[src/rtl/mlqs_pkg.sv]
// ----------------------------------------------------------------------------
// mlqs_pkg
// Shared constants, codes and types of the multilevel queue scheduler.
// ----------------------------------------------------------------------------
`default_nettype none

package mlqs_pkg;

  // Queue geometry
  localparam int QUEUE_DEPTH     = 16;
  localparam int PRIORITY_LEVELS = 7;
  localparam int NUM_QUEUES      = PRIORITY_LEVELS + 1;

  // Fixed field widths
  localparam int PID_W    = 4;
  localparam int LEVEL_W  = 3;
  localparam int STATUS_W = 2;

  // Derived widths
  localparam int IDX_W     = $clog2(QUEUE_DEPTH);
  localparam int CNT_W     = $clog2(QUEUE_DEPTH + 1);
  localparam int QSEL_W    = $clog2(NUM_QUEUES);
  localparam int ADDR_W    = QSEL_W + IDX_W;
  localparam int RAM_DEPTH = 1 << ADDR_W;

  // Request function codes
  typedef enum logic {
    FUNC_PUT  = 1'b0,
    FUNC_TAKE = 1'b1
  } func_e;

  // Result status codes
  typedef enum logic [STATUS_W-1:0] {
    ST_OK    = 2'd0,
    ST_FULL  = 2'd1,
    ST_EMPTY = 2'd2
  } status_e;

  // Access to the entry memory
  typedef struct packed {
    logic              we;
    logic              re;
    logic [ADDR_W-1:0] addr;
    logic [PID_W-1:0]  wdata;
  } ram_req_t;

  // Outcome of one request, before the memory read returns
  typedef struct packed {
    logic              valid;
    status_e           status;
    logic              take_ok;
    logic [QSEL_W-1:0] qsel;
  } rsp_t;

endpackage

`default_nettype wire

[src/rtl/mlqs_ram.sv]
// ----------------------------------------------------------------------------
// mlqs_ram
// Generic single-port RAM with registered read data.
// ----------------------------------------------------------------------------
`default_nettype none

module mlqs_ram #(
  parameter int Width = 4,
  parameter int Depth = 128
) (
  input  wire logic                     clk_i,
  input  wire logic                     we_i,
  input  wire logic                     re_i,
  input  wire logic [$clog2(Depth)-1:0] addr_i,
  input  wire logic [Width-1:0]         wdata_i,
  output      logic [Width-1:0]         rdata_o
);

  logic [Width-1:0] mem_q [Depth];
  logic [Width-1:0] rdata_q;

  // Write or read one entry per cycle
  always_ff @(posedge clk_i) begin
    if (we_i) begin
      mem_q[addr_i] <= wdata_i;
    end else if (re_i) begin
      rdata_q <= mem_q[addr_i];
    end
  end

  assign rdata_o = rdata_q;

endmodule

`default_nettype wire

[src/rtl/mlqs_queue_ctrl.sv]
// ----------------------------------------------------------------------------
// mlqs_queue_ctrl
// Head, tail and fill bookkeeping of every queue, priority selection on take,
// and the entry memory access that each request needs.
// ----------------------------------------------------------------------------
`default_nettype none

module mlqs_queue_ctrl
  import mlqs_pkg::*;
(
  input  wire logic               clk_i,
  input  wire logic               rst_ni,
  input  wire logic               req_i,
  input  wire logic               func_i,
  input  wire logic [PID_W-1:0]   proc_id_i,
  input  wire logic [LEVEL_W-1:0] level_i,
  output      ram_req_t           ram_req_o,
  output      rsp_t               rsp_o
);

  logic [IDX_W-1:0] head_q  [NUM_QUEUES];
  logic [IDX_W-1:0] head_d  [NUM_QUEUES];
  logic [IDX_W-1:0] tail_q  [NUM_QUEUES];
  logic [IDX_W-1:0] tail_d  [NUM_QUEUES];
  logic [CNT_W-1:0] count_q [NUM_QUEUES];
  logic [CNT_W-1:0] count_d [NUM_QUEUES];

  logic              found;
  logic [QSEL_W-1:0] sel;
  logic              lvl_ok;
  logic [QSEL_W-1:0] lq;
  logic              full;

  // Pick the lowest non-empty priority level, else the round-robin queue
  always_comb begin
    found = 1'b0;
    sel   = '0;
    for (int i = NUM_QUEUES - 1; i >= 1; i--) begin
      if (count_q[i] != '0) begin
        found = 1'b1;
        sel   = QSEL_W'(i);
      end
    end
    if (!found && count_q[0] != '0) begin
      found = 1'b1;
    end
  end

  // Check the put target
  assign lvl_ok = 32'(level_i) < NUM_QUEUES;
  assign lq     = QSEL_W'(level_i);
  assign full   = !lvl_ok || (count_q[lq] >= CNT_W'(QUEUE_DEPTH));

  // Advance pointers and issue the memory access
  always_comb begin
    head_d    = head_q;
    tail_d    = tail_q;
    count_d   = count_q;
    ram_req_o = '0;
    rsp_o     = '0;
    rsp_o.status = ST_OK;
    if (req_i) begin
      rsp_o.valid = 1'b1;
      if (func_i == FUNC_PUT) begin
        if (full) begin
          rsp_o.status = ST_FULL;
        end else begin
          ram_req_o.we    = 1'b1;
          ram_req_o.addr  = {lq, tail_q[lq]};
          ram_req_o.wdata = proc_id_i;
          tail_d[lq]  = (32'(tail_q[lq]) == QUEUE_DEPTH - 1) ? '0 : tail_q[lq] + 1'b1;
          count_d[lq] = count_q[lq] + 1'b1;
        end
      end else begin
        if (!found) begin
          rsp_o.status = ST_EMPTY;
        end else begin
          rsp_o.take_ok = 1'b1;
          rsp_o.qsel    = sel;
          ram_req_o.re   = 1'b1;
          ram_req_o.addr = {sel, head_q[sel]};
          head_d[sel]  = (32'(head_q[sel]) == QUEUE_DEPTH - 1) ? '0 : head_q[sel] + 1'b1;
          count_d[sel] = count_q[sel] - 1'b1;
        end
      end
    end
  end

  // Hold queue state
  always_ff @(posedge clk_i or negedge rst_ni) begin
    if (!rst_ni) begin
      for (int i = 0; i < NUM_QUEUES; i++) begin
        head_q[i]  <= '0;
        tail_q[i]  <= '0;
        count_q[i] <= '0;
      end
    end else begin
      head_q  <= head_d;
      tail_q  <= tail_d;
      count_q <= count_d;
    end
  end

endmodule

`default_nettype wire

[src/rtl/multilevel_queue_scheduler.sv]
// ----------------------------------------------------------------------------
// multilevel_queue_scheduler
// Strict-priority multilevel FIFO scheduler: put appends an identifier to a
// queue, take removes the head of the first non-empty priority queue, falling
// back to the round-robin queue.
//
//   Channel   Handshake            Payload
//   request   start / busy         func_i, proc_id_i, level_i
//   result    done_o (one cycle)   status_o, out_proc_id_o, out_level_o
//
// One request is taken every cycle; busy stays low.
// Each result appears in the cycle after its request is taken, with the
// identifier from the registered read of the entry memory.
// Reset empties every queue at once; entry memory contents are not cleared.
// The receiver cannot stall: done_o lasts exactly one cycle.
// ----------------------------------------------------------------------------
`default_nettype none

module multilevel_queue_scheduler
  import mlqs_pkg::*;
(
  input  wire logic                clk_i,
  input  wire logic                rst_ni,
  input  wire logic                start,
  output      logic                busy,
  input  wire logic                func_i,
  input  wire logic [PID_W-1:0]    proc_id_i,
  input  wire logic [LEVEL_W-1:0]  level_i,
  output      logic                done_o,
  output      logic [STATUS_W-1:0] status_o,
  output      logic [PID_W-1:0]    out_proc_id_o,
  output      logic [LEVEL_W-1:0]  out_level_o
);

  ram_req_t          ram_req;
  rsp_t              rsp;
  logic [PID_W-1:0]  rdata;
  logic              done_q;
  status_e           status_q;
  logic              take_ok_q;
  logic [QSEL_W-1:0] qsel_q;

  assign busy = 1'b0;

  mlqs_queue_ctrl u_ctrl (
    .clk_i     (clk_i),
    .rst_ni    (rst_ni),
    .req_i     (start && !busy),
    .func_i    (func_i),
    .proc_id_i (proc_id_i),
    .level_i   (level_i),
    .ram_req_o (ram_req),
    .rsp_o     (rsp)
  );

  mlqs_ram #(
    .Width (PID_W),
    .Depth (RAM_DEPTH)
  ) u_entry_ram (
    .clk_i   (clk_i),
    .we_i    (ram_req.we),
    .re_i    (ram_req.re),
    .addr_i  (ram_req.addr),
    .wdata_i (ram_req.wdata),
    .rdata_o (rdata)
  );

  // Register the request outcome alongside the memory read
  always_ff @(posedge clk_i or negedge rst_ni) begin
    if (!rst_ni) begin
      done_q <= 1'b0;
    end else begin
      done_q <= rsp.valid;
    end
  end

  always_ff @(posedge clk_i) begin
    if (rsp.valid) begin
      status_q  <= rsp.status;
      take_ok_q <= rsp.take_ok;
      qsel_q    <= rsp.qsel;
    end
  end

  // Drive the result, zero fields unless a take succeeded
  assign done_o        = done_q;
  assign status_o      = status_q;
  assign out_proc_id_o = take_ok_q ? rdata : '0;
  assign out_level_o   = take_ok_q ? LEVEL_W'(qsel_q) : '0;

endmodule

`default_nettype wire

[config.mk]
export PLATFORM = sky130hd
export DESIGN_NAME = multilevel_queue_scheduler
export DESIGN_NICKNAME = d
export VERILOG_FILES = /design/src/rtl/mlqs_pkg.sv /design/src/rtl/mlqs_ram.sv /design/src/rtl/mlqs_queue_ctrl.sv /design/src/rtl/multilevel_queue_scheduler.sv
export SDC_FILE = /design/constraint.sdc
export NUM_CORES = 1
export LEC_CHECK = 0
export ABC_AREA = 0
export BUFFER_PORTS_ARGS = -buffer_cell sky130_fd_sc_hd__buf_2
export CORE_ASPECT_RATIO = 0.9
export CORE_UTILIZATION = 65
export DETAILED_ROUTE_END_ITERATION = 8
export GPL_ROUTABILITY_DRIVEN = 0
export GPL_TIMING_DRIVEN = 0
export MAX_ROUTING_LAYER = met4
export PLACE_DENSITY_LB_ADDON = 0.08
export REMOVE_ABC_BUFFERS = 1
export SYNTH_ARGS = -nofsm -noshare
export SYNTH_HDL_FRONTEND = slang
export SYNTH_SLANG_ARGS = --single-unit
export TNS_END_PERCENT = 10
[constraint.sdc]
create_clock -name clk_i -period 13.3 [get_ports clk_i]
set_input_delay 1.995 -clock clk_i [delete_from_list [all_inputs] [get_ports clk_i]]
set_output_delay 1.995 -clock clk_i [all_outputs]
set_load 0.01 [all_outputs]
==> summary.txt <==
Clock Sinks -> 627
TritonCTS clock tree -> yes
Post-synth top area share -> 58.4%
Total core area -> 0.0406 mm2
Cells after Synth -> 2010
Netlist cell types -> 85
Worst-skew pair later-pin latency -> 0.66 ns
Required @ worst endpoint -> 13.57 ns
Post-place setup slack -> 4.44 ns
Largest net degree at the start of global routing -> 90
Post-synth top flop -> edfxtp_1
Final setup fails -> 0
Slew Viols, Final -> 23
Hold Buf Count CTS -> 0
Post-CTS repair timing setup buffer count -> 0
Hpwl dp -> 47200 um
DRT iter0 DRCs -> 3357
First drt pass iteration count -> 6
Max Cap Viol -> 1
First-pass GRT wire length -> 112000 um
Setup TNS -> 0 ns
Die area -> 0.0421 mm2
Routed WL per cell -> 28.7 um
Via Count -> 18700
Finished Cell Area -> 0.0299 mm2
Antenna violations before repair -> 3
Synth warn -> 0
Clock Tree Root -> clkbuf_16
IO Port Bufs -> 20
Pwr per Cell Area -> 215 mW/mm2
Post_cts resized -> 0
Seq/Total Area, Yosys -> 68.2%
Layout Skew -> 0.0389 ns
CTS Buf Count -> 60
Final worst setup slack -> 5.31 ns
Die H -> 195 um
Max Root-Sink Buffers -> 3
Final worst-path cycle share -> 60.1%
Critical Path Sink Type -> flip-flop
FF-to-FF path depth -> 11
Critical Path AT -> 8.26 ns
Syn_area_per_cell -> 13.4 um2
Ranking of synthesized cells by area -> edfxtp_1, dfrtp_1, mux2i_1
P_leak -> 10.6 nW
Post-synth EDFFs -> 522
Ys async rst share -> 16.7%
Synthesized flop and latch total -> 627
Final antenna-violating net count -> 0
Highest-count cells in the layout ignoring fill and taps -> edfxtp_1, nand2_1, nor2_1
Crit path max fanout -> 41
WHS Path Cells -> 2
Die W -> 216 um
RSZ-0062 raised after global routing -> false
Hold Vio Cnt, Final -> 0
Min-delay worst type -> flip-flop to flip-flop
Setup Crit Path Kind -> primary input to flip-flop
Area after DPL -> 0.0279 mm2
# rows -> 70
Detailed Route WL -> 75000 um
Clk pin slew, worst setup/hold paths -> 0.06 ns
Via density -> 7.14
Leading cell type in the layout, fill and taps excluded -> edfxtp_1
Startpoint types -> primary input
Largest area contributor in the netlist -> edfxtp_1
Initial Util -> 66.1%
Layout cells sized above 1 -> 12.4%
Max VDD drop -> 0.134 mV
Slew @ Worst Pin -> 1.51 ns
Rel. slew slack -> -0.358%
Nets -> 2035
Top Ports -> 22
Failing checks -> max-capacitance violations, max-slew violations
Residual DRC -> 0
Total Routing Usage GR -> 37.1%
Status -> complete, but fails checks
Final min period -> 7.99 ns
H-tree Lvls -> 2
Fmax -> 0.125 GHz
Synthesized area -> 0.0268 mm2
Total grt overflow -> 0
Vias in the first global route -> 17800
Area grow syn2layout -> 11.3%
## Yosys cell counts (all sizes together), types with 35 or more instances
cell type and instances:
edfxtp 522, nand2 266, nor2 177, mux2i 110, dfrtp 105, a21oi 91, o21ai 78, mux2 64
buf 63, nand3 50, a22oi 49, clkbuf 44, o22ai 42, nor3 35
## worst max-delay path, stage by stage
cell and delay (ns):
buf_2 0.55, nand2b_1 0.37, o22ai_1 0.21, nor4_2 0.71, and2_1 0.43, a31o_2 1.10, nand2_2 0.60, buf_12 0.39
nor2_1 0.32, nand2_1 0.85, nor2_1 0.63
## power by group
part,total [W],internal [W],switching [W]
Combinational,0.00225,0.000732,0.00152
Sequential,0.00243,0.00230,0.000135
Clock,0.00173,0.000993,0.000740
## cell families (layout without fill, tap and decap cells)
kind of cell               Yosys count  in the layout  share of synthesized area, %
other                                1              5                        0.0140
AOI/OAI and AO/OA                  439            439                          11.3
and+or+nand+nor                    620            620                          10.3
muxes                              185            185                          7.71
buffers and inverters              126            185                          2.06
DFF                                627            627                          68.2
adders and majority gates            4              4                         0.186
xor gates and xnor gates             8              8                         0.261
## stage by stage
step                hold WS (ns)  instances  util [%]  total power (W)
global placement           0.464       2463      66.8          0.00457
floorplan                  0.437       1903         -          0.00377
detailed placement         0.465       2497      68.6          0.00463
CTS                        0.481       2608      73.5          0.00635
finish                     0.481       2613      73.5          0.00642
global route               0.496       2613      73.5          0.00659
## state kept, by name (all words and copies together), names as in the netlist
name,cells
u_ctrl.head_q,32
done_o,1
u_ctrl.tail_q,32
status_o,2
qsel_q,3
take_ok_q,1
u_entry_ram.mem_q,512
u_entry_ram.rdata_o,4
u_ctrl.count_q,40
## final timing paths
check / slack (ns) / endpoint / start
setup / recovery: 5.31 / u_entry_ram.mem_q[58][3] / level_i[0]
min in group asynchronous: 1.38 / u_ctrl.head_q[7] / rst_ni
setup reg to reg: 6.14 / u_entry_ram.mem_q[58][3] / u_ctrl.count_q[25]
max in group asynchronous: 11.20 / u_ctrl.tail_q[22] / rst_ni
hold reg to reg: 0.48 / u_ctrl.head_q[20] / u_ctrl.head_q[20]
hold / removal: 0.48 / u_ctrl.head_q[20] / u_ctrl.head_q[20]
## metal layers
metal / vias to the layer above / wire [um] / GRT usage [%]
met2: 1511 / 34700 / 56.4
li1: 7775 / - / -
met1: 9089 / 27300 / 49.5
met4: 0 / 3850 / 16.3
met5: - / 0 / -
met3: 276 / 9120 / 6.57
## area by class of cell
cell class,count,area [um2]
Clock inverter,35,422
Clock buffer,76,1570
Antenna cell,4,10.0
Timing Repair Buffer,55,724
Sequential cell,627,18300
Multi-Input combinational cell,1257,8100
Tap cell,540,676
Inverter,19,71.3
Fill cell,2607,10800
Note: power is estimated with default switching activity, not from simulation.
